### src/design/kwp_pkg.sv
// Package for the KWP2000 response deframer.
// Item types, code constants and sizing shared by the design modules; no dependencies.
package kwp_pkg;

   localparam int MAX_FRAME = 260;

   localparam logic OP_BYTE = 1'b0;
   localparam logic OP_TICK = 1'b1;

   localparam logic CSR_HEADER_LENGTH = 1'b0;
   localparam logic CSR_TIMEOUT_TICKS = 1'b1;

   localparam logic [2:0]  HEADER_LENGTH_RST = 3'd3;
   localparam logic [15:0] TIMEOUT_TICKS_RST = 16'd1000;

   localparam logic [7:0] NEG_SID      = 8'h7f;
   localparam logic [7:0] PENDING_CODE = 8'h78;
   localparam logic [7:0] FMT_LEN_MASK = 8'h3f;

   typedef enum logic [1:0] {
      ST_POSITIVE,
      ST_NEGATIVE,
      ST_PENDING,
      ST_TIMEOUT
   } status_type;

   typedef enum logic [1:0] {
      PART_HEADER,
      PART_PAYLOAD,
      PART_CHECKSUM
   } part_type;

   typedef struct packed {
      logic       we;
      logic       index;
      logic [15:0] wdata;
   } csr_write_type;

   typedef struct packed {
      logic       op;
      logic [7:0] rx_byte;
   } req_item_type;

   typedef struct packed {
      logic [7:0] data_byte;
      logic [8:0] byte_index;
      part_type   part;
      logic       frame_end;
      status_type status;
      logic [7:0] service_id;
      logic [7:0] neg_service;
      logic [7:0] neg_code;
      logic [7:0] payload_length;
   } rsp_item_type;

endpackage

### src/design/kwp_req_if.sv
// Input channel of the deframer: received byte or time tick.
// Valid/ready handshake; no dependencies.
interface kwp_req_if;
   logic       valid;
   logic       ready;
   logic       op;
   logic [7:0] rx_byte;

   modport source (output valid, op, rx_byte, input ready);
   modport sink (input valid, op, rx_byte, output ready);
endinterface

### src/design/kwp_rsp_if.sv
// Result channel of the deframer: one item per byte, or a timeout.
// Valid/ready handshake; no dependencies.
interface kwp_rsp_if;
   logic       valid;
   logic       ready;
   logic [7:0] data_byte;
   logic [8:0] byte_index;
   logic [1:0] part;
   logic       frame_end;
   logic [1:0] status;
   logic [7:0] service_id;
   logic [7:0] neg_service;
   logic [7:0] neg_code;
   logic [7:0] payload_length;

   modport source (output valid, data_byte, byte_index, part, frame_end, status,
                   service_id, neg_service, neg_code, payload_length, input ready);
   modport sink (input valid, data_byte, byte_index, part, frame_end, status,
                 service_id, neg_service, neg_code, payload_length, output ready);
endinterface

### src/design/kwp_in_stage.sv
// Input register of the deframer: holds one accepted item until it is processed.
// Depends on kwp_pkg.
module kwp_in_stage (
   input  logic                  clock,
   input  logic                  reset,
   input  logic                  load,
   input  kwp_pkg::req_item_type load_item,
   input  logic                  advance,
   output logic                  item_valid,
   output kwp_pkg::req_item_type item
);
   import kwp_pkg::*;

   logic         valid_ff, valid_in;
   req_item_type item_ff;

   always_comb begin
      valid_in = valid_ff;
      if (load) begin
         valid_in = 1'b1;
      end else if (advance) begin
         valid_in = 1'b0;
      end
   end

   always_ff @(posedge clock) begin
      if (reset) begin
         valid_ff <= 1'b0;
      end else begin
         valid_ff <= valid_in;
      end
   end

   always_ff @(posedge clock) begin
      if (load) begin
         item_ff <= load_item;
      end
   end

   assign item_valid = valid_ff;
   assign item       = item_ff;
endmodule

### src/design/kwp_frame_tracker.sv
// Frame state of the deframer: position, decoded length, first payload bytes,
// tick count and the two settings. Depends on kwp_pkg.
module kwp_frame_tracker (
   input  logic                   clock,
   input  logic                   reset,
   input  kwp_pkg::csr_write_type csr,
   input  logic                   fire,
   input  kwp_pkg::req_item_type  item,
   output logic                   result_valid,
   output kwp_pkg::rsp_item_type  result
);
   import kwp_pkg::*;

   logic [2:0]  header_length_ff, header_length_in;
   logic [15:0] timeout_ff, timeout_in;
   logic [8:0]  pos_ff, pos_in;
   logic [8:0]  flen_ff, flen_in;
   logic [7:0]  fp_ff [3];
   logic [7:0]  fp_in [3];
   logic [7:0]  fmt_ff, fmt_in;
   logic [15:0] elapsed_ff, elapsed_in;

   always_comb begin
      header_length_in = header_length_ff;
      timeout_in       = timeout_ff;
      if (csr.we) begin
         unique case (csr.index)
            CSR_HEADER_LENGTH: header_length_in = csr.wdata[2:0];
            CSR_TIMEOUT_TICKS: timeout_in = csr.wdata;
            default: ;
         endcase
      end
   end

   always_comb begin
      logic [2:0]  hl;
      logic [9:0]  pos_next;
      logic [8:0]  k;
      logic        in_payload;
      logic [7:0]  pl;
      logic [8:0]  end_len;
      logic [8:0]  flen_eff;
      logic        fend;
      logic        timeout;
      rsp_item_type r;

      hl = header_length_ff;
      if (header_length_ff == 3'd0) begin
         hl = 3'd1;
      end else if (header_length_ff > 3'd4) begin
         hl = 3'd4;
      end

      pos_next   = {1'b0, pos_ff} + 10'd1;
      in_payload = pos_ff >= {6'd0, hl};
      k          = pos_ff - {6'd0, hl};
      timeout    = elapsed_ff >= timeout_ff;

      pos_in     = pos_ff;
      flen_in    = flen_ff;
      fmt_in     = fmt_ff;
      fp_in      = fp_ff;
      elapsed_in = elapsed_ff;
      fend       = 1'b0;
      pl         = 8'd0;
      end_len    = flen_ff;
      flen_eff   = flen_ff;

      r                = '0;
      r.data_byte      = item.rx_byte;
      r.byte_index     = pos_ff;
      r.part           = in_payload ? PART_PAYLOAD : PART_HEADER;
      r.status         = ST_POSITIVE;
      result_valid     = 1'b0;

      if (item.op == OP_TICK) begin
         r            = '0;
         r.byte_index = pos_ff;
         r.part       = PART_HEADER;
         r.status     = ST_POSITIVE;
         if (timeout) begin
            result_valid = 1'b1;
            r.frame_end  = 1'b1;
            r.status     = ST_TIMEOUT;
         end
      end else begin
         result_valid = 1'b1;
         if (pos_ff == 9'd0) begin
            fmt_in = item.rx_byte;
         end
         for (int i = 0; i < 3; i++) begin
            if (in_payload && k == 9'(i)) begin
               fp_in[i] = item.rx_byte;
            end
         end

         if (flen_ff == 9'd0) begin
            if (pos_next >= {7'd0, hl}) begin
               // odd header: length in the format byte, else the last header byte
               pl       = hl[0] ? (fmt_in & FMT_LEN_MASK) : item.rx_byte;
               flen_eff = {1'b0, pl} + {6'd0, hl} + 9'd1;
               flen_in  = flen_eff;
            end
         end else begin
            if (flen_ff > 9'(MAX_FRAME)) begin
               end_len = 9'(MAX_FRAME);
            end
            if (pos_next >= {1'b0, end_len}) begin
               fend   = 1'b1;
               r.part = PART_CHECKSUM;
            end
         end

         if (flen_eff != 9'd0) begin
            r.payload_length = 8'(flen_eff - {6'd0, hl} - 9'd1);
         end

         r.frame_end = fend;
         if (fend) begin
            r.service_id = fp_in[0];
            priority if (fp_in[0] == NEG_SID && fp_in[2] == PENDING_CODE) begin
               r.status = ST_PENDING;
            end else if (fp_in[0] == NEG_SID) begin
               r.status      = ST_NEGATIVE;
               r.neg_service = fp_in[1];
               r.neg_code    = fp_in[2];
            end else begin
               r.status = ST_POSITIVE;
            end
         end
      end

      if (fire) begin
         if (item.op == OP_TICK) begin
            if (timeout) begin
               pos_in     = '0;
               flen_in    = '0;
               fmt_in     = '0;
               fp_in      = '{default: '0};
               elapsed_in = '0;
            end else begin
               elapsed_in = elapsed_ff + 16'd1;
            end
         end else if (fend) begin
            pos_in  = '0;
            flen_in = '0;
            fmt_in  = '0;
            fp_in   = '{default: '0};
            // a pending frame keeps the wait running
            if (r.status != ST_PENDING) begin
               elapsed_in = '0;
            end
         end else begin
            pos_in = pos_next[8:0];
         end
      end else begin
         flen_in = flen_ff;
         fmt_in  = fmt_ff;
         fp_in   = fp_ff;
      end

      result = r;
   end

   always_ff @(posedge clock) begin
      if (reset) begin
         header_length_ff <= HEADER_LENGTH_RST;
         timeout_ff       <= TIMEOUT_TICKS_RST;
         pos_ff           <= '0;
         flen_ff          <= '0;
         fmt_ff           <= '0;
         fp_ff            <= '{default: '0};
         elapsed_ff       <= '0;
      end else begin
         header_length_ff <= header_length_in;
         timeout_ff       <= timeout_in;
         pos_ff           <= pos_in;
         flen_ff          <= flen_in;
         fmt_ff           <= fmt_in;
         fp_ff            <= fp_in;
         elapsed_ff       <= elapsed_in;
      end
   end
endmodule

### src/design/kwp_out_stage.sv
// Result register of the deframer: holds one result item until the sink takes it.
// Depends on kwp_pkg.
module kwp_out_stage (
   input  logic                  clock,
   input  logic                  reset,
   input  logic                  load,
   input  kwp_pkg::rsp_item_type load_item,
   input  logic                  out_ready,
   output logic                  can_accept,
   output logic                  out_valid,
   output kwp_pkg::rsp_item_type out_item
);
   import kwp_pkg::*;

   logic         valid_ff, valid_in;
   rsp_item_type item_ff;

   assign can_accept = !valid_ff || out_ready;

   always_comb begin
      valid_in = valid_ff;
      if (load) begin
         valid_in = 1'b1;
      end else if (out_ready) begin
         valid_in = 1'b0;
      end
   end

   always_ff @(posedge clock) begin
      if (reset) begin
         valid_ff <= 1'b0;
      end else begin
         valid_ff <= valid_in;
      end
   end

   always_ff @(posedge clock) begin
      if (load) begin
         item_ff <= load_item;
      end
   end

   assign out_valid = valid_ff;
   assign out_item  = item_ff;
endmodule

### src/design/kwp2000_response_deframer.sv
// KWP2000 response deframer: places received bytes in ISO14230 frames and reports frame results.
// Items pass the input register, then the result register; a full result register stalls them.
// Throughput: one item per cycle unless the sink stalls; a tick without timeout gives no result.
// Reset (synchronous): settings back to header length 3 and 1000 ticks, frame state cleared.
// Depends on kwp_pkg, kwp_req_if, kwp_rsp_if, kwp_in_stage, kwp_frame_tracker, kwp_out_stage.
module kwp2000_response_deframer (
   input  logic        clock,
   input  logic        reset,
   kwp_req_if.sink     req_ch,
   kwp_rsp_if.source   rsp_ch,
   input  logic        csr_we,
   input  logic        csr_index,
   input  logic [15:0] csr_wdata
);
   import kwp_pkg::*;

   csr_write_type csr;
   req_item_type  req_item;
   req_item_type  s1_item;
   logic          s1_valid;
   logic          advance;
   logic          accept;
   logic          can_accept;
   logic          result_valid;
   rsp_item_type  result;
   rsp_item_type  out_item;

   assign csr.we    = csr_we;
   assign csr.index = csr_index;
   assign csr.wdata = csr_wdata;

   assign req_item.op      = req_ch.op;
   assign req_item.rx_byte = req_ch.rx_byte;

   assign advance      = s1_valid && can_accept;
   assign req_ch.ready = !s1_valid || can_accept;
   assign accept       = req_ch.valid && req_ch.ready;

   kwp_in_stage u_in_stage (
      .clock      (clock),
      .reset      (reset),
      .load       (accept),
      .load_item  (req_item),
      .advance    (advance),
      .item_valid (s1_valid),
      .item       (s1_item)
   );

   kwp_frame_tracker u_tracker (
      .clock        (clock),
      .reset        (reset),
      .csr          (csr),
      .fire         (advance),
      .item         (s1_item),
      .result_valid (result_valid),
      .result       (result)
   );

   kwp_out_stage u_out_stage (
      .clock      (clock),
      .reset      (reset),
      .load       (advance && result_valid),
      .load_item  (result),
      .out_ready  (rsp_ch.ready),
      .can_accept (can_accept),
      .out_valid  (rsp_ch.valid),
      .out_item   (out_item)
   );

   assign rsp_ch.data_byte      = out_item.data_byte;
   assign rsp_ch.byte_index     = out_item.byte_index;
   assign rsp_ch.part           = out_item.part;
   assign rsp_ch.frame_end      = out_item.frame_end;
   assign rsp_ch.status         = out_item.status;
   assign rsp_ch.service_id     = out_item.service_id;
   assign rsp_ch.neg_service    = out_item.neg_service;
   assign rsp_ch.neg_code       = out_item.neg_code;
   assign rsp_ch.payload_length = out_item.payload_length;

`ifndef SYNTH
   a_end_is_checksum: assert property (@(posedge clock) disable iff (reset)
      rsp_ch.valid && rsp_ch.frame_end && rsp_ch.status != ST_TIMEOUT
      |-> rsp_ch.part == PART_CHECKSUM)
      else $error("frame end on a byte that is not the checksum");

   a_midframe_clean: assert property (@(posedge clock) disable iff (reset)
      rsp_ch.valid && !rsp_ch.frame_end
      |-> rsp_ch.status == ST_POSITIVE && rsp_ch.service_id == 8'd0)
      else $error("status or service set on a mid-frame item");

   a_neg_fields: assert property (@(posedge clock) disable iff (reset)
      rsp_ch.valid && rsp_ch.status != ST_NEGATIVE
      |-> rsp_ch.neg_service == 8'd0 && rsp_ch.neg_code == 8'd0)
      else $error("negative fields set on a non-negative item");

   a_index_range: assert property (@(posedge clock) disable iff (reset)
      rsp_ch.valid |-> rsp_ch.byte_index < 9'(MAX_FRAME))
      else $error("byte index beyond the largest frame");
`endif
endmodule
### src/flat_wrapper.sv
// flat-port wrapper written by rule: the top's interface ports become plain ports
module kwp2000_response_deframer_flat import kwp_pkg::*;
  (clock, reset, csr_we, csr_index, csr_wdata, req_ch_valid, req_ch_op, req_ch_rx_byte, req_ch_ready, rsp_ch_valid, rsp_ch_data_byte, rsp_ch_byte_index, rsp_ch_part, rsp_ch_frame_end, rsp_ch_status, rsp_ch_service_id, rsp_ch_neg_service, rsp_ch_neg_code, rsp_ch_payload_length, rsp_ch_ready);
  kwp_req_if req_ch_i ();
  kwp_rsp_if rsp_ch_i ();
  input  logic clock;
  input  logic reset;
  input  logic csr_we;
  input  logic csr_index;
  input  logic [15:0] csr_wdata;
  input wire logic [$bits(req_ch_i.valid)-1:0] req_ch_valid;
  input wire logic [$bits(req_ch_i.op)-1:0] req_ch_op;
  input wire logic [$bits(req_ch_i.rx_byte)-1:0] req_ch_rx_byte;
  output wire logic [$bits(req_ch_i.ready)-1:0] req_ch_ready;
  output wire logic [$bits(rsp_ch_i.valid)-1:0] rsp_ch_valid;
  output wire logic [$bits(rsp_ch_i.data_byte)-1:0] rsp_ch_data_byte;
  output wire logic [$bits(rsp_ch_i.byte_index)-1:0] rsp_ch_byte_index;
  output wire logic [$bits(rsp_ch_i.part)-1:0] rsp_ch_part;
  output wire logic [$bits(rsp_ch_i.frame_end)-1:0] rsp_ch_frame_end;
  output wire logic [$bits(rsp_ch_i.status)-1:0] rsp_ch_status;
  output wire logic [$bits(rsp_ch_i.service_id)-1:0] rsp_ch_service_id;
  output wire logic [$bits(rsp_ch_i.neg_service)-1:0] rsp_ch_neg_service;
  output wire logic [$bits(rsp_ch_i.neg_code)-1:0] rsp_ch_neg_code;
  output wire logic [$bits(rsp_ch_i.payload_length)-1:0] rsp_ch_payload_length;
  input wire logic [$bits(rsp_ch_i.ready)-1:0] rsp_ch_ready;
  assign req_ch_i.valid = req_ch_valid;
  assign req_ch_i.op = req_ch_op;
  assign req_ch_i.rx_byte = req_ch_rx_byte;
  assign req_ch_ready = req_ch_i.ready;
  assign rsp_ch_valid = rsp_ch_i.valid;
  assign rsp_ch_data_byte = rsp_ch_i.data_byte;
  assign rsp_ch_byte_index = rsp_ch_i.byte_index;
  assign rsp_ch_part = rsp_ch_i.part;
  assign rsp_ch_frame_end = rsp_ch_i.frame_end;
  assign rsp_ch_status = rsp_ch_i.status;
  assign rsp_ch_service_id = rsp_ch_i.service_id;
  assign rsp_ch_neg_service = rsp_ch_i.neg_service;
  assign rsp_ch_neg_code = rsp_ch_i.neg_code;
  assign rsp_ch_payload_length = rsp_ch_i.payload_length;
  assign rsp_ch_i.ready = rsp_ch_ready;
  kwp2000_response_deframer u_core (.clock(clock), .reset(reset), .req_ch(req_ch_i), .rsp_ch(rsp_ch_i), .csr_we(csr_we), .csr_index(csr_index), .csr_wdata(csr_wdata));
endmodule
### config.mk
export PLATFORM = sky130hd
export DESIGN_NAME = kwp2000_response_deframer_flat
export DESIGN_NICKNAME = d
export VERILOG_FILES = /design/src/design/kwp_pkg.sv /design/src/design/kwp_req_if.sv /design/src/design/kwp_rsp_if.sv /design/src/design/kwp_in_stage.sv /design/src/design/kwp_frame_tracker.sv /design/src/design/kwp_out_stage.sv /design/src/design/kwp2000_response_deframer.sv /design/src/flat_wrapper.sv
export SDC_FILE = /design/constraint.sdc
export NUM_CORES = 1
export LEC_CHECK = 0
export ABC_AREA = 0
export BUFFER_PORTS_ARGS = -buffer_cell sky130_fd_sc_hd__buf_2
export CAP_MARGIN = 5
export CORE_ASPECT_RATIO = 1.4
export CORE_UTILIZATION = 59
export CTS_CLUSTER_SIZE = 40
export DETAILED_ROUTE_END_ITERATION = 8
export PLACE_DENSITY = 0.8
export SLEW_MARGIN = 0
export SYNTH_ARGS = -nofsm -noshare
export SYNTH_HDL_FRONTEND = slang
export SYNTH_SLANG_ARGS = --single-unit
### constraint.sdc
create_clock -name clock -period 6.5 [get_ports clock]
set_clock_uncertainty 0.05 [all_clocks]
set_input_delay 0.325 -clock clock [delete_from_list [all_inputs] [get_ports clock]]
set_output_delay 0.325 -clock clock [all_outputs]
set_load 0.02 [all_outputs]
# After elaboration in Yosys (flattened, before gate mapping)
# Cells that the tools add are included.
# op_classes
order_cmp,6
bitwise_logic,4
reduce_logical,27
eq_ne,6
add_sub_neg,7
div,0
mul,0
shifts,0
n_mux,56
# op_table
operator,count
9-bit two-way mux,13
8-bit two-way mux,13
16-bit two-way mux,6
24-bit two-way mux,4
35-bit two-way mux,1
9-bit zero test,3
26-bit two-way mux,1
16-bit by 1-bit adder with 16-bit output (second input constant),1
8-bit by 7-bit == test with 1-bit output (second input constant),2
16-bit greater-or-equal comparator,1
1-bit two-way mux,12
9-bit by 1-bit adder with 10-bit output (second input constant),1
10-bit by 3-bit greater-or-equal comparator with 1-bit output,1
10-bit by 9-bit greater-or-equal comparator with 1-bit output,1
8-bit by 3-bit adder with 9-bit output,1
9-bit by 1-bit adder with 9-bit output (second input constant),1
9-bit by 1-bit == test with 1-bit output (second input constant),1
9-bit by 2-bit == test with 1-bit output (second input constant),1
9-bit by 3-bit greater-or-equal comparator with 1-bit output,1
9-bit > comparator (second input constant),1
3-bit two-way mux,3
9-bit nonzero test,1
9-bit by 3-bit subtractor with 9-bit output,1
2-bit nonzero test,4
other kinds (14),31
# word_totals
latch_bits,0
out_inout_bits,56
input_bits,31
romBits,0
mem_bits_rw,0
memories,0
regBits,150

# Depth between registers and ports, before layout
# logic_depth
ltp_word,17
depth_mapped,17
depth_no_buf,16

# Hierarchy
# Synthesis repeated with hierarchy kept, for this count alone.
# hier_totals
hier_cells,811
area_unflattened_um2,7802.5
# modules_own_cells
mod,cells_per_inst,instances,seq_area_each_um2,area_per_inst_um2
kwp_frame_tracker,736,1,1661.6,5788.1
kwp_out_stage,58,1,1641.6,1667.8
kwp_in_stage,13,1,290.3,309.0
kwp2000_response_deframer,4,1,0.0,37.5

# Least setup slack after synthesis
# Ideal clock, no wire load.
# synth_timing
path_kind,register -> register
start,register u_core.u_tracker.pos_ff[0]
end,"register u_core.u_out_stage.item_ff (netlist bit u_core.u_out_stage.out_item[6]), data pin"
period_less_slack_ps,4009
path_stages_with_launch,18
arrival_ps,3696
n_path_buf,1
setup_slack_ps,2491
setup_ps,263
cell_sequence,dfxtp_1 inv_1 ha_1 ha_1 a21boi_0 o21ai_0 or4b_1 o31a_1 buf_2 a21o_1 ha_1 inv_1 fa_1 inv_1 a21o_1 or4_1 nor3_1 nor3b_1
# synth_via
elab_chain_cells,12
elab_cells_between_ends,16
cone_classes,5 x add/sub; 1 x order compare; 6 x mux; 1 x bitwise; 3 x reduce/logical
# synth_lines
item,line,rtl
start: declaration,kwp_frame_tracker.sv:16,"logic [8:0] pos_ff, pos_in;"
start signal: assignment,kwp_frame_tracker.sv:177,pos_ff <= pos_in;
9-bit zero test,kwp_frame_tracker.sv:88,if (pos_ff == 9'd0) begin
8-bit two-way mux,kwp_frame_tracker.sv:88,
8-bit two-way mux,kwp_frame_tracker.sv:76,if (item.op == OP_TICK) begin
8-bit two-way mux,kwp_frame_tracker.sv:100,pl = hl[0] ? (fmt_in & FMT_LEN_MASK) : item.rx_byte;
8-bit by 3-bit adder with 9-bit output,kwp_frame_tracker.sv:101,"flen_eff = {1'b0, pl} + {6'd0, hl} + 9'd1;"
9-bit by 1-bit adder with 9-bit output,kwp_frame_tracker.sv:101,
9-bit two-way mux *,kwp_frame_tracker.sv:98,"if (pos_next >= {7'd0, hl}) begin"
9-bit two-way mux *,kwp_frame_tracker.sv:97,if (flen_ff == 9'd0) begin
9-bit two-way mux *,kwp_frame_tracker.sv:76,
"parallel branches: the longest is 3 deep, another holds 8-bit by 3-bit subtractor with 8-bit output",-,
end signal: assignment,kwp_out_stage.sv:39,item_ff <= load_item;
end: declaration,kwp_out_stage.sv:16,rsp_item_type item_ff;
# Every way passes the cells marked *. The select of a mux whose other input is x is not followed.
# A chain may end at the register's enable or synchronous reset.

# Final worst setup path
# layout_timing
start,register u_core.u_tracker.header_length_ff[2]
end,"register u_core.u_out_stage.item_ff (netlist bit u_core.u_out_stage.out_item[6]), data pin"
# layout_via
elab_chain_cells,12
elab_cells_between_ends,16
cone_classes,4 x add/sub; 2 x order compare; 6 x mux; 1 x bitwise; 3 x reduce/logical
# layout_lines
item,line,rtl
start: declaration,kwp_frame_tracker.sv:14,"logic [2:0] header_length_ff, header_length_in;"
start signal: assignment,kwp_frame_tracker.sv:175,header_length_ff <= header_length_in;
3-bit > comparator,kwp_frame_tracker.sv:50,end else if (header_length_ff > 3'd4) begin
3-bit two-way mux,kwp_frame_tracker.sv:50,
3-bit two-way mux *,kwp_frame_tracker.sv:48,if (header_length_ff == 3'd0) begin
"parallel branches: the longest is 9 deep, another holds 8-bit by 3-bit adder with 9-bit output",-,
# Marked as above.

==> results by group <==
CTS
  • Post-cts resize count: 0
  • TritonCTS clock tree: yes
  • Num CTS Buffers: 17
  • Clk slew on worst S/H paths: about 0.06 ns
  • Root buf cell: clkbuf_16
  • Htree depth: 4
  • # hold bufs at CTS: 0
  • Clk buf depth: 2
  • Num Clock Sinks: 148
  • Post-CTS setup buffer count: 0
  • Clk_lat worst skew: between 0.4 and 0.5 ns

Setup path
  • Crit path launch: u_core.u_tracker.header_length_ff[2]$_SDFFE_PP0P_
  • Reg-to-Reg Start: u_core.u_tracker.header_length_ff[2]$_SDFFE_PP0P_
  • Crit Path Max Fanout: 13
  • R2R cell count: 15
  • Worst Setup EP: u_core.u_out_stage.out_item[6]$_SDFFCE_PP0P_
  • CP arrival: between 4 and 5 ns
  • Critical Path RT: 6.63 ns
  • CP Class: reg2reg
  • R2R Path End: u_core.u_out_stage.out_item[6]$_SDFFCE_PP0P_
  • Crit path launch type: flip-flop
  • Crit. End Element: flip-flop
  • R2R setup slack: 2.04 ns

Synth
  • Syn Area/Cell: about 9.2 µm²
  • Unique cell type count in the Yosys netlist: between 60 and 70
  • Yosys top cell area share: 0.240
  • Post-synthesis cell count: 855
  • Ys Warns: 0
  • Register bit total from synthesis: approximately 150
  • Area leader, netlist: edfxtp_1
  • Post-synth EDFFs: 63
  • Ys async rst share: 0
  • Most used DFF post-synth: dfxtp_1
  • Largest cells by area after synthesis: edfxtp_1 (24%), dfxtp_1 (22%), ha_1 (6.2%)
  • Post-synthesis sequential area ratio: 0.456
  • Netlist Area Pre-Place: about 7900 µm²
  • Syn Nets: a little over 900

Placement
  • Routability cong.: approximately 0.9
  • DP HPWL: 13300 µm
  • Port bufs: 86

Layout
  • NumNets Final: roughly 990
  • Fillers: ~1000
  • Share of layout cells above drive strength 1: 0.157
  • Final Util: 0.694
  • Synthesis-to-finish area growth: 13.9%
  • Ant diodes: 0

Status
  • Status: completed

Timing
  • RSZ-0062 raised after global routing: no
  • Final Critical Period: roughly 4.5 ns
  • Final worst path period share: 0.686
  • Final hold vios: 0
  • Slew Viols, Final: 0
  • Maximum clock frequency: between 200 and 250 MHz
  • Max_slew headroom: 0.195
  • Setup_tns: 0 ns
  • Setup-failing EPs final: 0
  • Worst slew pin tran: between 1 and 1.5 ns

Pwr
  • Pwr Total: roughly 2.2 mW
  • Peak VDD IR: approximately 0.00023 V
  • Power density over cell area: about 250 nW/µm²
  • Static Leak: 3.59 nW

Detailed routing
  • Post-route ant nets: 0
  • Pre-antenna DRT Iters: 6
  • DRT iter0 DRCs: 557
  • DRC errors left: 0
  • Routed len/inst: around 17 µm
  • Via Count: 6734
  • Vias per inst: a little over 6
  • Post-Route WL: 19300 µm

Floorplan
  • I/O pins: slightly below 90
  • Initial Util: 0.609
  • Die height: 139 µm
  • Die area: ~14000 µm²
  • Row count: between 40 and 50
  • Core box area: roughly 13000 µm²
  • Chip width: 99.7 µm

Worst hold path
  • HP Start: req_ch_rx_byte[0]
  • Hold depth: 1
  • Min-Delay Path Class: in2reg

GRT
  • Gr usage total: 0.295
  • Vias in the first global route: approximately 6600
  • Global route overflow: 0
  • First-pass GRT wire length: 31700 µm
  • Antenna violations before repair: 0
  • Largest net degree at the start of global routing: 72

Run
  • Max-Cap Viols: 0
==> cells by family (layout without fill, tap and decap cells) <==
kind of cell | count (synthesis) | count (layout) | synth area share
AND/OR/NAND/NOR | 347 | 347 | 0.211
AO/OA/AOI/OAI | 186 | 186 | 0.171
multiplexers | 21 | 21 | 0.0267
flip-flops | 148 | 148 | 0.456
XOR/XNOR | 16 | 16 | 0.0178
buffers and inverters | 95 | 172 | 0.0475
adder cells (fa/ha/maj) | 42 | 42 | 0.0695
==> worst min path at each step <==
stage	end	slack [ns]
finish	u_core.u_in_stage.item[0]$_DFFE_PP_	0.01
floorplan	u_core.u_out_stage.out_item[41]$_DFFE_PP_	0.35
global placement	u_core.u_tracker.timeout_ff[14]$_SDFFE_PP0P_	0.39
CTS	u_core.u_in_stage.item[2]$_DFFE_PP_	0.003
detailed placement	u_core.u_tracker.timeout_ff[2]$_SDFFE_PP0P_	0.40
global route	u_core.u_in_stage.item[5]$_DFFE_PP_	0.002
==> state kept, by name, indices dropped and copies added (netlist names) <==
| signal | count |
|---|---|
| u_core.u_tracker.pos_ff | 9 |
| u_core.u_tracker.fp_ff | 24 |
| u_core.u_in_stage.item_valid | 1 |
| u_core.u_tracker.header_length_ff | 3 |
| u_core.u_tracker.fmt_ff | 6 |
| u_core.u_tracker.timeout_ff | 16 |
| u_core.u_tracker.elapsed_ff | 16 |
| u_core.u_out_stage.out_valid | 1 |
| u_core.u_in_stage.item | 9 |
| u_core.u_tracker.flen_ff | 9 |
| u_core.u_out_stage.out_item | 54 |
==> metal layers <==
layer | vias up | routed length, µm | track usage
met1 | 3179 | 7340 | 0.338
met5 | - | 0 | 0
li1 | 3201 | - | -
met4 | 0 | 685 | 0.153
met3 | 63 | 1190 | 0.0585
met2 | 291 | 10100 | 0.515
==> stage by stage <==
step	cell area, µm²	setup slack, ns	std cells	hold slack, ns
finish	8980	2.04	1110	0.0120
global route	8980	1.65	1110	0.00178
CTS	8980	2.03	1110	0.00259
detailed placement	8390	2.06	1078	0.399
global placement	8390	2.17	1078	0.392
floorplan	7880	2.49	855	0.353
==> cells in the final DEF, fill, tap and decap left out, drive strengths merged, types with 8 or more instances in the layout <==
master and instances:
nand2 102, nor2 97, buf 90, dfxtp 85, edfxtp 63, inv 57
a21oi 48, a22oi 42, ha 39, nand3 35, nor3 23, o21ai 23
mux2i 21, clkbuf 19, o211ai 16, a21o 15, nor2b 12, nand2b 11
xnor2 9, and2 8, nand4 8, nand3b 8
==> report_power, final <==
| part | switching, mW | total [mW] | internal, mW |
|---|---|---|---|
| logic | 0.149 | 0.233 | 0.0843 |
| registers | 0.0254 | 1.02 | 0.995 |
| clock network | 0.423 | 0.983 | 0.560 |
| total | 0.597 | 2.24 | 1.64 |
==> critical path, cell delays in order, from the launching register on <==
cell      delay [ns]
dfxtp_1         0.37
a21oi_1         0.61
ha_1            0.35
a21boi_0        0.13
o21ai_0         0.17
or4b_1          0.48
o31a_1          0.42
a21o_1          0.23
ha_1            0.19
inv_1           0.07
fa_1            0.19
inv_1           0.05
a21o_1          0.18
or4_1           0.45
nor3_1          0.18
nor3b_1         0.08
==> layout make-up <==
type | instances | area, µm² | area share
flip-flops and latches | 148 | 3590 | 0.400
clock inverters | 13 | 138 | 0.0153
multi-input cells | 612 | 3930 | 0.437
clock buffers | 19 | 453 | 0.0504
well taps | 178 | 223 | 0.0248
inverters | 50 | 188 | 0.0209
repair buffers | 90 | 460 | 0.0513
==> cells in the mapped netlist, types with 3 or more instances <==
cell type,count
a21o_1,15
a21oi_1,48
a22oi_1,42
a31oi_1,7
and2_1,8
and3_1,7
and4_1,4
buf_2,8
clkbuf_1,34
dfxtp_1,85
edfxtp_1,63
fa_1,3
ha_1,39
inv_1,50
mux2i_1,21
nand2_1,102
nand2b_1,11
nand3_1,35
nand3b_1,8
nand4_1,8
nor2_1,97
nor2b_1,12
nor3_1,22
nor3b_1,4
nor4_1,4
o211ai_1,7
o211ai_2,9
o21ai_0,13
o21ai_1,10
o31ai_1,7
or2_2,3
or3_1,7
or4_1,4
xnor2_1,9
xor2_1,7
Note: power is estimated with default switching activity, not from simulation.
